<file path="config.mk">
export PLATFORM = sky130hd
export DESIGN_NAME = line_substring_filter
export DESIGN_NICKNAME = d
export VERILOG_FILES = /design/src/lsf_pkg.sv /design/src/lsf_ctrl.sv /design/src/lsf_datapath.sv /design/src/line_substring_filter.sv
export SDC_FILE = /design/constraint.sdc
export NUM_CORES = 1
export LEC_CHECK = 0
export ABC_AREA = 1
export BUFFER_PORTS_ARGS = -buffer_cell sky130_fd_sc_hd__buf_2
export CORE_ASPECT_RATIO = 1.75
export CORE_UTILIZATION = 45
export CTS_CLUSTER_SIZE = 14
export DETAILED_ROUTE_END_ITERATION = 16
export MAX_ROUTING_LAYER = met4
export PLACE_DENSITY = 0.66
export SETUP_SLACK_MARGIN = 0.3
export SYNTH_ARGS = -nofsm -noshare
export SYNTH_HDL_FRONTEND = slang
export SYNTH_SLANG_ARGS = --single-unit
</file>
<file path="constraint.sdc">
create_clock -name clk -period 2.6 [get_ports clk]
set_input_delay 0.13 -clock clk [delete_from_list [all_inputs] [get_ports clk]]
set_output_delay 0.13 -clock clk [all_outputs]
set_load 0.005 [all_outputs]
</file>
<file path="src/lsf_pkg.sv">
// ----------------------------------------------------------------------------
// lsf_pkg
// shared constants and controller/datapath interface types for the
// fixed-string line filter
// ----------------------------------------------------------------------------
package lsf_pkg;

  localparam int LSF_LINE_BYTES  = 64;
  localparam int LSF_PATTERN_MAX = 16;

  localparam int BYTE_W    = 8;
  localparam int CFG_W     = 64;
  localparam int LEN_W     = 5;
  localparam int PAT_BYTES = 16;
  localparam int PIDX_W    = 4;
  localparam int CFG_IDX_W = 2;

  localparam logic [BYTE_W-1:0] NEWLINE_CODE = 8'd10;
  localparam logic [BYTE_W-1:0] ZERO_BYTE    = 8'd0;

  // configuration register indexes
  localparam logic [CFG_IDX_W-1:0] REG_PAT_LOW  = 2'd0;
  localparam logic [CFG_IDX_W-1:0] REG_PAT_HIGH = 2'd1;
  localparam logic [CFG_IDX_W-1:0] REG_PAT_LEN  = 2'd2;

  // controller -> datapath
  typedef struct packed {
    logic push;    // take a text byte into store and window
    logic clear;   // end of line: reset line state
    logic rd_en;   // read next stored byte into the read register
    logic sel_nl;  // output byte is the closing newline
  } lsf_cmd_t;

  // datapath -> controller
  typedef struct packed {
    logic newline;  // input byte is a newline
    logic matched;  // pattern seen in the current line
    logic rd_done;  // all stored bytes have been read
  } lsf_sts_t;

endpackage

</file>
<file path="src/lsf_ctrl.sv">
// ----------------------------------------------------------------------------
// lsf_ctrl
// line filter controller: byte intake, line replay and output handshake
// ----------------------------------------------------------------------------
module lsf_ctrl
  import lsf_pkg::*;
(
  input  logic     clk,
  input  logic     rst_n,
  input  logic     in_valid,
  output logic     in_ready,
  output logic     out_valid,
  input  logic     out_ready,
  output logic     out_last,
  output lsf_cmd_t cmd,
  input  lsf_sts_t sts
);

  typedef enum logic [1:0] {
    S_IDLE,
    S_READ,
    S_EMIT,
    S_NL
  } state_t;

  state_t state_r, state_nxt;
  logic   valid_r, valid_nxt;
  logic   last_r,  last_nxt;

  always_comb begin
    state_nxt  = state_r;
    valid_nxt  = valid_r;
    last_nxt   = last_r;
    cmd        = '0;
    cmd.sel_nl = last_r;
    in_ready   = (state_r == S_IDLE);
    case (state_r)
      S_IDLE: begin
        if (in_valid) begin
          if (sts.newline) begin
            if (sts.matched) begin
              if (sts.rd_done) begin
                state_nxt = S_NL;
                valid_nxt = 1'b1;
                last_nxt  = 1'b1;
              end else begin
                state_nxt = S_READ;
              end
            end else begin
              cmd.clear = 1'b1;
            end
          end else begin
            cmd.push = 1'b1;
          end
        end
      end
      S_READ: begin
        cmd.rd_en = 1'b1;
        state_nxt = S_EMIT;
        valid_nxt = 1'b1;
        last_nxt  = 1'b0;
      end
      S_EMIT: begin
        if (out_ready) begin
          if (sts.rd_done) begin
            state_nxt = S_NL;
            valid_nxt = 1'b1;
            last_nxt  = 1'b1;
          end else begin
            state_nxt = S_READ;
            valid_nxt = 1'b0;
          end
        end
      end
      S_NL: begin
        if (out_ready) begin
          cmd.clear = 1'b1;
          state_nxt = S_IDLE;
          valid_nxt = 1'b0;
          last_nxt  = 1'b0;
        end
      end
      default: begin
        state_nxt = S_IDLE;
        valid_nxt = 1'b0;
        last_nxt  = 1'b0;
      end
    endcase
  end

  always_ff @(posedge clk) begin
    if (!rst_n) begin
      state_r <= S_IDLE;
      valid_r <= 1'b0;
      last_r  <= 1'b0;
    end else begin
      state_r <= state_nxt;
      valid_r <= valid_nxt;
      last_r  <= last_nxt;
    end
  end

  assign out_valid = valid_r;
  assign out_last  = last_r;

endmodule

</file>
<file path="src/lsf_datapath.sv">
// ----------------------------------------------------------------------------
// lsf_datapath
// pattern registers, line store, recent-byte window and match detection
// ----------------------------------------------------------------------------
module lsf_datapath
  import lsf_pkg::*;
#(
  parameter int LINE_BYTES  = LSF_LINE_BYTES,
  parameter int PATTERN_MAX = LSF_PATTERN_MAX
) (
  input  logic                 clk,
  input  logic                 rst_n,
  input  logic                 cfg_we,
  input  logic [CFG_IDX_W-1:0] cfg_index,
  input  logic [CFG_W-1:0]     cfg_data,
  input  logic [BYTE_W-1:0]    in_data_byte,
  output logic [BYTE_W-1:0]    out_byte,
  input  lsf_cmd_t             cmd,
  output lsf_sts_t             sts
);

  localparam int CNT_W  = $clog2(LINE_BYTES);
  localparam int FILL_W = $clog2(PATTERN_MAX + 1);
  localparam logic [CNT_W-1:0]  STORE_LIMIT = CNT_W'(LINE_BYTES - 1);
  localparam logic [FILL_W-1:0] FILL_MAX    = FILL_W'(PATTERN_MAX);
  localparam logic [LEN_W-1:0]  LEN_MAX     = LEN_W'(PATTERN_MAX);

  // configuration
  logic [CFG_W-1:0] pat_low_r, pat_high_r;
  logic [LEN_W-1:0] pat_len_r;
  logic [BYTE_W-1:0] pat [PAT_BYTES];

  always_ff @(posedge clk) begin
    if (!rst_n) begin
      pat_low_r  <= '0;
      pat_high_r <= '0;
      pat_len_r  <= '0;
    end else if (cfg_we) begin
      case (cfg_index)
        REG_PAT_LOW:  pat_low_r  <= cfg_data;
        REG_PAT_HIGH: pat_high_r <= cfg_data;
        REG_PAT_LEN:  pat_len_r  <= cfg_data[LEN_W-1:0];
        default: ;
      endcase
    end
  end

  always_comb begin
    for (int i = 0; i < PAT_BYTES / 2; i++) begin
      pat[i]                 = pat_low_r[i*BYTE_W +: BYTE_W];
      pat[i + PAT_BYTES / 2] = pat_high_r[i*BYTE_W +: BYTE_W];
    end
  end

  // line state
  logic [BYTE_W-1:0] line_mem [LINE_BYTES];
  logic [CNT_W-1:0]  count_r, count_nxt;
  logic [CNT_W-1:0]  rd_idx_r, rd_idx_nxt;
  logic [BYTE_W-1:0] rd_data_r;
  logic [BYTE_W-1:0] win_r   [PATTERN_MAX];
  logic [BYTE_W-1:0] win_nxt [PATTERN_MAX];
  logic [FILL_W-1:0] fill_r, fill_nxt;
  logic              matched_r, matched_nxt;
  logic [FILL_W-1:0] fill_shift;
  logic              hit;
  logic              store_ok;

  assign store_ok = (count_r < STORE_LIMIT);

  // window after taking the input byte, index 0 newest
  always_comb begin
    win_nxt[0] = in_data_byte;
    for (int k = 1; k < PATTERN_MAX; k++) begin
      win_nxt[k] = win_r[k-1];
    end
    fill_shift = (fill_r == FILL_MAX) ? fill_r : fill_r + FILL_W'(1);
  end

  // substring test against the shifted window
  always_comb begin : match_blk
    logic [LEN_W-1:0] pidx;
    hit  = (pat_len_r != '0) && (pat_len_r <= LEN_MAX) && (LEN_W'(fill_shift) >= pat_len_r);
    pidx = '0;
    for (int k = 0; k < PATTERN_MAX; k++) begin
      pidx = pat_len_r - LEN_W'(k) - LEN_W'(1);
      if ((LEN_W'(k) < pat_len_r) && (win_nxt[k] != pat[pidx[PIDX_W-1:0]])) begin
        hit = 1'b0;
      end
    end
  end

  always_comb begin
    count_nxt   = count_r;
    rd_idx_nxt  = rd_idx_r;
    fill_nxt    = fill_r;
    matched_nxt = matched_r;
    if (cmd.clear) begin
      count_nxt   = '0;
      rd_idx_nxt  = '0;
      fill_nxt    = '0;
      matched_nxt = 1'b0;
    end else if (cmd.push) begin
      if (store_ok) begin
        count_nxt = count_r + CNT_W'(1);
      end
      fill_nxt    = fill_shift;
      matched_nxt = matched_r | hit;
    end else if (cmd.rd_en) begin
      rd_idx_nxt = rd_idx_r + CNT_W'(1);
    end
  end

  always_ff @(posedge clk) begin
    if (!rst_n) begin
      count_r   <= '0;
      rd_idx_r  <= '0;
      fill_r    <= '0;
      matched_r <= 1'b0;
      for (int k = 0; k < PATTERN_MAX; k++) begin
        win_r[k] <= ZERO_BYTE;
      end
    end else begin
      count_r   <= count_nxt;
      rd_idx_r  <= rd_idx_nxt;
      fill_r    <= fill_nxt;
      matched_r <= matched_nxt;
      if (cmd.clear) begin
        for (int k = 0; k < PATTERN_MAX; k++) begin
          win_r[k] <= ZERO_BYTE;
        end
      end else if (cmd.push) begin
        for (int k = 0; k < PATTERN_MAX; k++) begin
          win_r[k] <= win_nxt[k];
        end
      end
    end
  end

  // line store: one write port, one registered read port
  always_ff @(posedge clk) begin
    if (cmd.push && store_ok) begin
      line_mem[count_r] <= in_data_byte;
    end
    if (cmd.rd_en) begin
      rd_data_r <= line_mem[rd_idx_r];
    end
  end

  assign out_byte    = cmd.sel_nl ? NEWLINE_CODE : rd_data_r;
  assign sts.newline = (in_data_byte == NEWLINE_CODE);
  assign sts.matched = matched_r;
  assign sts.rd_done = (rd_idx_r == count_r);

endmodule

</file>
<file path="src/line_substring_filter.sv">
// ----------------------------------------------------------------------------
// line_substring_filter
// fixed-string line filter: buffers each text line and forwards it, newline
// included, only when the configured pattern occurs somewhere in the line
// ----------------------------------------------------------------------------
// a text byte, or a newline closing a non-matching line, is taken in the
// idle state without output; a matching line is replayed after its newline:
// each stored byte is read (S_READ) and offered (S_EMIT), then the closing
// newline (S_NL); the next byte is read only once the last is taken, as the
// store has a single read port; input is held off while a line is replayed
// reset (rst_n low, synchronous) clears line state and pattern registers
module line_substring_filter
  import lsf_pkg::*;
#(
  parameter int LINE_BYTES  = LSF_LINE_BYTES,   // line store depth, 8 to 64
  parameter int PATTERN_MAX = LSF_PATTERN_MAX   // window depth, 1 to 16
) (
  input  logic                 clk,
  input  logic                 rst_n,
  // configuration write port
  input  logic                 cfg_we,
  input  logic [CFG_IDX_W-1:0] cfg_index,
  input  logic [CFG_W-1:0]     cfg_data,
  // text byte input
  input  logic                 in_valid,
  output logic                 in_ready,
  input  logic [BYTE_W-1:0]    in_data_byte,
  // filtered line output
  output logic                 out_valid,
  input  logic                 out_ready,
  output logic [BYTE_W-1:0]    out_byte,
  output logic                 out_last
);

  lsf_cmd_t cmd;  // controller commands
  lsf_sts_t sts;  // datapath status

  // state machine: takes bytes while idle, replays a matched line
  lsf_ctrl u_ctrl (
    .clk       (clk),
    .rst_n     (rst_n),
    .in_valid  (in_valid),
    .in_ready  (in_ready),
    .out_valid (out_valid),
    .out_ready (out_ready),
    .out_last  (out_last),
    .cmd       (cmd),
    .sts       (sts)
  );

  // store, window and comparators; line bytes past the store's
  // capacity are still matched but dropped from the replay
  lsf_datapath #(
    .LINE_BYTES  (LINE_BYTES),
    .PATTERN_MAX (PATTERN_MAX)
  ) u_datapath (
    .clk          (clk),
    .rst_n        (rst_n),
    .cfg_we       (cfg_we),
    .cfg_index    (cfg_index),
    .cfg_data     (cfg_data),
    .in_data_byte (in_data_byte),
    .out_byte     (out_byte),
    .cmd          (cmd),
    .sts          (sts)
  );

endmodule

</file>
==> After elaboration in Yosys (flattened, before gate mapping) <==
Memories as Yosys holds them, arrays and structs flattened. A register that Yosys moved wholly into a read port is not among the register bits.
Cells that the tools add are included.
{ "totals": {"ff_bits": 155, "mem_bits_rw": 640, "in_bits": 79, "wordCells": 328, "memories": 2} }
{ "memory_table": {"columns": ["memory", "depth", "word_bits", "read_ports", "rd_ports_with_merged_regs", "write_ports", "line_no", "source"], "rows": [
  ["u_datapath.line_mem", 64, 8, 1, 1, 1, "lsf_datapath.sv:56", "logic [BYTE_W-1:0] line_mem [LINE_BYTES];"],
  ["u_datapath.win_r", 16, 8, 15, 0, 16, "lsf_datapath.sv:60", "logic [BYTE_W-1:0] win_r [PATTERN_MAX];"]
]} }
{ "classes": {"add_sub_neg": 33, "magnitude_cmp": 35, "n_eq_ne": 30, "n_mux": 137, "bitwise": 51, "reduce_logical": 30} }
{ "op_table": {"columns": ["operator", "n"], "rows": [
  ["8-bit 2-to-1 mux", 65],
  ["8-bit binary-select mux with 4-bit select", 16],
  ["8-bit != test", 16],
  ["5-bit >= comparator (second input constant)", 16],
  ["4-bit inverter with 5-bit output", 16],
  ["4-bit by 1-bit subtractor with 4-bit output (second input constant)", 16],
  ["1-bit 2-to-1 mux", 44],
  ["4-bit by 5-bit less-than comparator with 1-bit output (first input constant)", 8],
  ["1-bit OR", 33],
  ["4-bit subtractor (second input constant)", 8],
  ["3-bit by 5-bit less-than comparator with 1-bit output (first input constant)", 4],
  ["1-bit logical AND", 19],
  ["4-bit by 3-bit subtractor with 4-bit output (second input constant)", 4],
  ["2-bit 2-to-1 mux", 7],
  ["6-bit by 1-bit adder with 6-bit output (second input constant)", 2],
  ["1-bit by 5-bit less-than comparator with 1-bit output (first input constant)", 2],
  ["2-bit by 5-bit less-than comparator with 1-bit output (first input constant)", 2],
  ["2-bit AND reduction", 5],
  ["8-bit by 4-bit == test with 1-bit output (second input constant)", 1],
  ["1-bit case mux with 4 select lines", 2],
  ["2-bit case mux with 4 select lines", 1],
  ["4-bit by 2-bit subtractor with 4-bit output (second input constant)", 2],
  ["2-bit == test (second input constant)", 3],
  ["6-bit == test", 1],
  ["16 further kinds", 23]
]} }

==> Longest topological paths before layout <==
Gate-level depths: netlist of the first run.
{ "depth": {"depth_word": 24, "depth_mapped": 26} }

==> By module <==
A second synthesis of the first run with hierarchy kept.
{ "unflattened": {"cells_unflattened": 4705, "area_unflattened_um2": 40137.2} }
{ "by_module_without_submodules": {"columns": ["mod", "n_inst", "cells_each", "area_per_inst_um2"], "rows": [
  ["lsf_datapath", 1, 4649, 39765.6],
  ["lsf_ctrl", 1, 56, 371.6]
]} }

==> Least setup slack after synthesis of the first run <==
No wires, ideal clock.
{ "synth_path": {"kind": "register to register", "from": "register u_ctrl.state_r[0]", "to": "memory u_datapath.win_r[1][2], in the netlist u_datapath.win_r[0][10], enable pin", "arrival_time_ns": 2.459, "setup_slack_ns": -0.274, "path_stages_with_launch": 9, "n_path_buf": 0, "period_less_slack_ns": 2.874, "path_cell_list": "dfxtp_1 > inv_1 > ha_1 > inv_1 > o41ai_1 > nand2_1 > nand2_1 > inv_1 > nand2_1"} }
{ "synth_lines": {"columns": ["item", "line_no", "source"], "rows": [
  ["from (decl)", "lsf_ctrl.sv:26", "state_t state_r, state_nxt;"],
  ["from (signal assigned)", "lsf_ctrl.sv:97", "state_r <= state_nxt;"],
  ["to (decl)", "lsf_datapath.sv:60", null]
]} }

==> Worst setup path in the final report of the first run <==
{ "layout_path": {"from": "register u_datapath.pat_len_r[0]", "to": "register u_datapath.matched_r"} }
{ "layout_between": {"elab_chain_len": 24, "elab_cells_between_ends": 164, "classes_between": "30 x add/sub; 18 x order compare; 16 x eq/ne; 64 x mux; 17 x bitwise; 19 x reduce/logical"} }
{ "layout_lines": {"columns": ["item", "line_no", "source"], "rows": [
  ["from (decl)", "lsf_datapath.sv:30", "logic [LEN_W-1:0] pat_len_r;"],
  ["from (signal assigned)", "lsf_datapath.sv:42", "REG_PAT_LEN: pat_len_r <= cfg_data[LEN_W-1:0];"],
  ["4-bit by 1-bit subtractor with 4-bit output", "lsf_datapath.sv:85", "pidx = pat_len_r - LEN_W'(k) - LEN_W'(1);"],
  ["4-bit by 1-bit subtractor with 4-bit output or 4-bit inverter with 5-bit output (tied branches)", "lsf_datapath.sv:85, lsf_datapath.sv:86", null],
  ["4-bit inverter with 5-bit output (implied by the code) or 8-bit binary-select mux with 4-bit select (tied branches)", "lsf_datapath.sv:86", "if ((LEN_W'(k) < pat_len_r) && (win_nxt[k] != pat[pidx[PIDX_W-1:0]])) begin"],
  ["8-bit binary-select mux with 4-bit select or 8-bit 2-to-1 mux (tied branches)", "lsf_datapath.sv:86", null],
  ["8-bit 2-to-1 mux (implied by the code)", "lsf_datapath.sv:86", null],
  ["8-bit 2-to-1 mux (implied by the code) or 8-bit != test (tied branches)", "lsf_datapath.sv:86", null],
  ["8-bit != test or 1-bit logical AND (tied branches)", "lsf_datapath.sv:86", null],
  ["1-bit logical AND or 1-bit 2-to-1 mux (tied branches)", "lsf_datapath.sv:86", null],
  ["1-bit 2-to-1 mux (14 in series)", "lsf_datapath.sv:86", null],
  ["1-bit 2-to-1 mux *", "lsf_datapath.sv:86", null],
  ["1-bit OR *", "lsf_datapath.sv:107", "matched_nxt = matched_r | hit;"],
  ["to (signal assigned)", "lsf_datapath.sv:126", "matched_r <= matched_nxt;"],
  ["to (decl)", "lsf_datapath.sv:63", "logic matched_r, matched_nxt;"]
]} }
Mark *: on every way between the ends. The rest lies on a longest branch, timed or not. The select of a mux whose other input is x is not followed.
A chain may end at the register's enable or synchronous reset.

==> impl_metrics.py, run 1 <==
metrics = {
    "pwr": {
        "p_comb_share_pct": 17.3,
        "powerDensity_nw_per_um2": 627.9,
        "p_switching_mw": 8.802,
        "pwr-share-clk_pct": 36.4,
        "total_power_mw": 30.69,
        "sequentialPowerShare_pct": 46.2,
        "swShare_pct": 28.68,
        "leakage_nw": 19.41,
        "ir_drop_v": 0.0005298,
        "intPower_mw": 21.89,
    },
    "cts": {
        "clk_pin_slew_ns": 0.07,
        "htree_levels": 3,
        "cts_tree": "yes",
        "clock-sinks": 795,
        "clock_latency_ns": 0.69,
        "clock_path_buffers": 3,
        "cts_buffers": 75,
        "clk_root_buffer_cell": "clkbuf_16",
    },
    "logic_synthesis": {
        "syn_area_um2": 40540,
        "synth_area_leaders": "edfxtp_1 47%, nand3_1 11%, nand2_1 10%, dfxtp_1 8.0%, nor2_1 5.5%",
        "synth_xor_area_share_pct": 1.003,
        "synthFlopType": "edfxtp_1",
        "ys_seq_elements": 795,
        "synth_seq_area_share_pct": 54.86,
        "syn_avg_cell_area_um2": 8.484,
        "synth_top_area_share_pct": 46.81,
        "yosys_warnings": 0,
        "synth_compound_area_share_pct": 9.811,
        "synthSimpleGateAreaFrac_pct": 27.39,
        "synth_top_area_cell": "edfxtp_1",
        "synthMuxAreaShare_pct": 0,
        "synthArstFlopShare_pct": 0,
        "syn-num-nets": 4881,
        "synth-edff-count": 632,
        "synth_top_family_by_area": "simple AND/OR/NAND/NOR gates",
        "synth_cell_types": 44,
        "synth_fa_ha_area_share_pct": 0.7098,
        "netlist_instances": 4779,
    },
    "critical_path": {
        "slowest_delay_ns": 0.38,
        "endpoint_kind": "flip-flop",
        "crit_family": "simple AND/OR/NAND/NOR gates",
        "critPathRequiredTime_ns": 3.20,
        "worstSetupPathType": "reg2reg",
        "crit_arrival_ns": 3.41,
        "worst-path-buf-inv": 5,
        "critPathMaxFanout": 22,
        "reg2reg_slack_ns": -0.21,
        "start_kind": "flip-flop",
        "crit_path_frequent_cell": "nand2_1",
        "worstPathCellList": "inv_6, buf_4, buf_4, nand2_1, nand2_1, inv_1, nand2_1, nand3_1, nand3_1, nand2_1, nand2_1, nand2_1, inv_1, nand4_1, nor2_1, nand2_1, nand2_1, nand2_1, nor2_1, nand2_1, a21oi_2",
        "cp_slowest_cell": "dfxtp_4",
    },
    "place": {
        "dpl.cell_count": 6168,
        "placed_area_um2": 45160,
        "portBuffers": 89,
        "pre_cts_slack_ns": -0.3655,
        "place.gp.congestion": 1.040,
        "detailed_place_hpwl_um": 114300,
    },
    "floorplan": {
        "die_h_um": 399.1,
        "pin_count": 90,
        "rows": 145,
        "die_width_um": 228.9,
        "core_area_um2": 89260,
        "start_util_pct": 45.42,
        "die_area_um2": 91350,
    },
    "layout": {
        "fin_util_pct": 54.76,
        "final_area_um2": 48880,
        "drive_above_1_share_pct": 14.50,
        "antennaDiodeCount": 0,
        "area_delta_synth_final_pct": 20.55,
        "fin_cells": 6390,
        "num-nets-final": 5258,
    },
    "timing": {
        "rsz0062_at_grt": "yes",
        "fmax_ghz": 0.3564,
        "fin_ws_ns": -0.2062,
        "finalHoldViolations": 0,
        "finalCritPeriodShare_pct": 107.9,
        "min_period_ns": 2.806,
        "tns_ns": -0.2062,
        "setup_viol": 1,
        "timing.hold.ws_ns": 0.1434,
        "maxSlewViolCount": 0,
        "tightest_slew_ns": 0.8341,
        "relSlewSlack_pct": 44.40,
        "finClkSkew_ns": 0.03291,
    },
    "global_routing": {
        "grt_first_pass_wirelength_um": 220900,
        "grt_pass1_vias": 34679,
        "grt_overflow": 0,
        "grtUsageTotal_pct": 34.03,
        "antenna_found_initial": 0,
        "grt_max_degree": 102,
    },
    "run_status": {
        "violations": "setup timing",
        "status": "complete, but fails checks",
    },
    "route": {
        "drc": 0,
        "wire_per_inst_um": 23.77,
        "first_pass_iters": 6,
        "first_iter_violations": 3209,
        "vias": 36227,
        "vias_per_cell": 5.669,
        "wirelength_um": 151900,
        "ant_nets": 0,
    },
    "job": {
        "maxCapViolations": 0,
    },
    "min_path": {
        "hold_class": "in2reg",
    },
}
-- state kept, by name, indices dropped and copies added (netlist names) --
signal                 cells
u_ctrl.out_last            1
u_datapath.rd_idx_r        6
u_datapath.fill_r          5
u_ctrl.out_valid           1
u_datapath.win_r         120
u_datapath.pat_low_r      64
u_datapath.rd_data_r       8
u_datapath.pat_high_r     64
u_datapath.line_mem      512
u_datapath.pat_len_r       5
u_ctrl.state_r             2
u_datapath.matched_r       1
u_datapath.count_r         6
-- power by group through the flow --
| stage | Sequential [mW] | Clock (mW) | Combinational [mW] |
|---|---|---|---|
| global route | 14.2 | 11.8 | 5.72 |
| floorplan | 14.4 | 0 | 2.79 |
| global placement | 14.4 | 0 | 4.95 |
| detailed placement | 14.4 | 0 | 4.97 |
| finish | 14.2 | 11.2 | 5.32 |
| CTS | 14.2 | 11.3 | 5.22 |
-- metal layers --
| metal | part of all wire, % | wire length [um] | track usage (%) |
|---|---|---|---|
| met1 | 36 | 54270 | 35.54 |
| met2 | 52 | 78260 | 60.11 |
| met4 | 8.2 | 12490 | 24.15 |
| met5 | 0 | 0 | - |
| met3 | 4.5 | 6858 | 3.378 |
-- cells in the mapped netlist, types with 3 or more instances --
cell type  number
a21oi_1       122
a31oi_1         6
a32o_1          3
buf_1          25
buf_2          58
buf_4          21
buf_6          21
clkbuf_1      158
clkinv_1        6
dfxtp_1       163
edfxtp_1      632
ha_1           23
inv_1         292
inv_2           4
inv_4           3
nand2_1      1080
nand2_2         9
nand3_1       869
nand3b_1        5
nand4_1        44
nor2_1        589
nor3_1          9
nor4_1          3
o211ai_1       13
o21ai_0       432
o21ai_1         5
o221ai_1       52
o22ai_1        79
or2_2           3
xor2_1         30
xor2_4          4
-- path summary, 6_finish.rpt --
check / startpoint / endpoint / cells after the start
max: u_datapath.pat_len_r[0] / u_datapath.matched_r / 21
min: in_valid / u_ctrl.out_valid / 6
max reg2reg: u_datapath.pat_len_r[0] / u_datapath.matched_r / 21
min reg2reg: u_datapath.pat_low_r[13] / u_datapath.pat_low_r[13] / 2
-- layout make-up --
| cell class | instances | area [um2] |
|---|---|---|
| tap | 1176 | 1471 |
| timing repair buffer | 583 | 5251 |
| fill | 8232 | 40380 |
| clock inverter | 24 | 272.8 |
| multi-input combinational | 3396 | 16280 |
| clock buffer | 111 | 2171 |
| inverter | 305 | 1172 |
| sequential | 795 | 22260 |
-- kinds of logic (layout without fill, tap and decap cells) --
logic type / Yosys count / count (layout)
fa+ha+maj: 23 / 23
simple gates: 2616 / 2616
flops: 795 / 795
buf+inv: 588 / 1023
xor+xnor: 37 / 37
compound gates: 720 / 720
-- timing repair --
item                       CTS  global route
setup buffers                2             0
hold buffers                78             0
setup endpoints to repair   17           474
hold endpoints to repair   201             0
cloned                       5             2
gates resized for setup     68            24
pin swaps                   14             2
-- cell usage in the layout (no fill, tap or decap), drive strengths merged, types with 5 or more instances in the layout --
cell         count
o221ai          52
inv            305
clkinv          22
edfxtp         632
nor3             9
nand3b           5
ha              23
o22ai           79
a31oi            6
buf            501
o21ai          438
a21oi          123
xor2            35
nand3          869
nand2         1091
nand4           44
nor2           590
clkbuf         113
o211ai          13
dfxtp          163
dlygate4sd3     78
-- tightest hold or removal path, stage by stage --
cell and delay, ns:
buf_2 0.17, a21oi_1 0.09, nor2_1 0.13, a31oi_1 0.10
inv_1 0.07, a31oi_1 0.08
Note: power is estimated with default switching activity, not from simulation.
==> inputs of run 2 (changes only) <==
--- a/config.mk
+++ b/config.mk
@@ -9,6 +9,7 @@
 export BUFFER_PORTS_ARGS = -buffer_cell sky130_fd_sc_hd__buf_2
 export CORE_ASPECT_RATIO = 1.75
 export CORE_UTILIZATION = 45
+export CTS_BUF_LIST = sky130_fd_sc_hd__clkbuf_16
 export CTS_CLUSTER_SIZE = 14
 export DETAILED_ROUTE_END_ITERATION = 16
 export MAX_ROUTING_LAYER = met4
==> impl_metrics.py, run 2 (same netlist as run 1, synthesis figures left out) <==
metrics = {
    "run_status": {
        "status": "complete, but fails checks",
        "violations": "setup timing",
    },
    "timing": {
        "fin_ws_ns": -0.2601,
        "finClkSkew_ns": 0.02955,
        "tightest_slew_ns": 0.8108,
        "setup_viol": 1,
        "relSlewSlack_pct": 45.95,
        "finalHoldViolations": 0,
        "fmax_ghz": 0.3496,
        "maxSlewViolCount": 0,
        "rsz0062_at_grt": "yes",
        "min_period_ns": 2.860,
        "tns_ns": -0.2601,
        "finalCritPeriodShare_pct": 110.0,
    },
    "critical_path": {
        "worstSetupPathType": "reg2reg",
        "crit_arrival_ns": 3.46,
        "worstPathCellList": "inv_8, ha_4, clkinv_8, buf_12, buf_4, nand3_2, nand3_2, nand3_2, nand2_1, nand2_1, nand4_1, nor2_4, buf_4, nand2_1, nand2_1, nand2_1, inv_1, nand2_1, nor2_1, nand2_1, a21oi_2",
        "critPathRequiredTime_ns": 3.20,
        "slowest_delay_ns": 0.42,
        "critPathMaxFanout": 13,
        "cp_slowest_cell": "dfxtp_4",
        "endpoint_kind": "flip-flop",
        "start_kind": "flip-flop",
        "crit_path_frequent_cell": "nand2_1",
    },
    "layout": {
        "fin_cells": 6400,
        "drive_above_1_share_pct": 16.50,
        "top_regs": "u_datapath.line_mem (512), u_datapath.win_r (120)",
        "final_common_cell": "nand2_1",
        "regMostFlops": "u_datapath.line_mem",
        "largest_reg_flops": 512,
        "area_delta_synth_final_pct": 22.29,
        "final_cell_mix": "1044 x nand2_1, 738 x nand3_1, 632 x edfxtp_1",
        "num-nets-final": 5267,
    },
    "route": {
        "wirelength_um": 152800,
        "wire_per_inst_um": 23.88,
        "ant_nets": 0,
        "drc": 0,
        "vias": 36393,
        "vias_per_cell": 5.686,
        "first_pass_iters": 6,
        "first_iter_violations": 3152,
    },
    "pwr": {
        "ir_drop_v": 0.0005447,
        "total_power_mw": 30.68,
        "leakage_nw": 19.78,
        "powerDensity_nw_per_um2": 618.9,
    },
    "place": {
        "detailed_place_hpwl_um": 114300,
        "portBuffers": 89,
        "place.gp.congestion": 1.040,
        "dpl.cell_count": 6168,
    },
    "cts": {
        "clock-sinks": 795,
        "clk_pin_slew_ns": 0.07,
        "cts_tree": "yes",
        "clock_path_buffers": 3,
        "cts_buffers": 75,
        "clock_latency_ns": 0.69,
        "htree_levels": 3,
        "clk_root_buffer_cell": "clkbuf_16",
    },
    "floorplan": {
        "core_area_um2": 89260,
        "pin_count": 90,
        "die_width_um": 228.9,
        "rows": 145,
        "die_area_um2": 91350,
        "start_util_pct": 45.42,
        "die_h_um": 399.1,
    },
    "job": {
        "maxCapViolations": 0,
    },
    "global_routing": {
        "antenna_found_initial": 0,
        "grt_max_degree": 102,
        "grt_overflow": 0,
        "grtUsageTotal_pct": 34.00,
        "grt_first_pass_wirelength_um": 220800,
        "grt_pass1_vias": 34699,
    },
    "min_path": {
        "hold_class": "in2reg",
    },
}
==> run 2: cell count changes in the layout (fill, tap and decap cells not counted), sizes merged <==
cell / change
bufbuf: -1
clkinv: +5
diode: +1
buf: +6
clkbuf: -27
inv: +26
==> run 2: worst max-delay path, delay by kind of cell, from the launching register on <==
family	cells	cell delay, ns
compound gates	1	0.12
simple gates	13	1.24
flops	1	0.42
buf+inv	6	0.64
fa+ha+maj	1	0.34
==> run 2: area by class of cell <==
cell class                 instances  area [um2]
sequential                       795       22260
multi-input combinational       3396       16840
antenna                            1       2.502
clock inverter                    55       389.1
tap                             1176        1471
inverter                         305        1180
timing repair buffer             592        5435
fill                            8174       39680
clock buffer                      80        2002
==> run 2: metrics by stage <==
step / instance area [um2] / util, % / hold WS (ns) / setup slack (ns)
finish: 49580 / 55.55 / 0.1464 / -0.2601
global route: 49580 / 55.54 / 0.1736 / -0.3967
CTS: 48690 / 54.55 / 0.09206 / -0.1327
detailed placement: 45160 / 50.59 / 0.3776 / -0.3655
global placement: 45160 / 50.59 / 0.3727 / -0.3828
floorplan: 40940 / - / 0.2289 / 0.1202
==> run 2: per-layer routing <==
layer	up-vias	routed length (um)	GRT usage, %
met2	1310	78530	60.08
met3	410	6919	3.378
met4	0	12980	24.17
met1	17439	54410	35.50
li1	17234	-	-
met5	-	0	-
==> run 2: power breakdown <==
group	switching (mW)	leakage [nW]	internal (mW)
clock network	5.08	1.27	5.82
logic	3.63	11.2	1.96
registers	0.217	7.26	14.0
total	8.93	19.8	21.8
==> run 2: path summary, 6_finish.rpt <==
| path | from | slack (ns) | depth (start not counted) | endpoint |
|---|---|---|---|---|
| max | u_datapath.pat_len_r[0] | -0.26 | 21 | u_datapath.matched_r |
| min | in_valid | 0.15 | 6 | u_ctrl.out_valid |
| max reg2reg | u_datapath.pat_len_r[0] | -0.26 | 21 | u_datapath.matched_r |
| min reg2reg | u_datapath.pat_low_r[13] | 0.46 | 2 | u_datapath.pat_low_r[13] |
==> run 2: timing repair <==
action / in CTS / in global routing
gates resized for setup: 68 / 158
gates cloned: 5 / 6
endpoints found under the setup margin: 17 / 475
buffers inserted: 2 / 5
hold buffers: 78 / 0
endpoints found under the hold margin: 202 / 0
pin swaps: 14 / 27
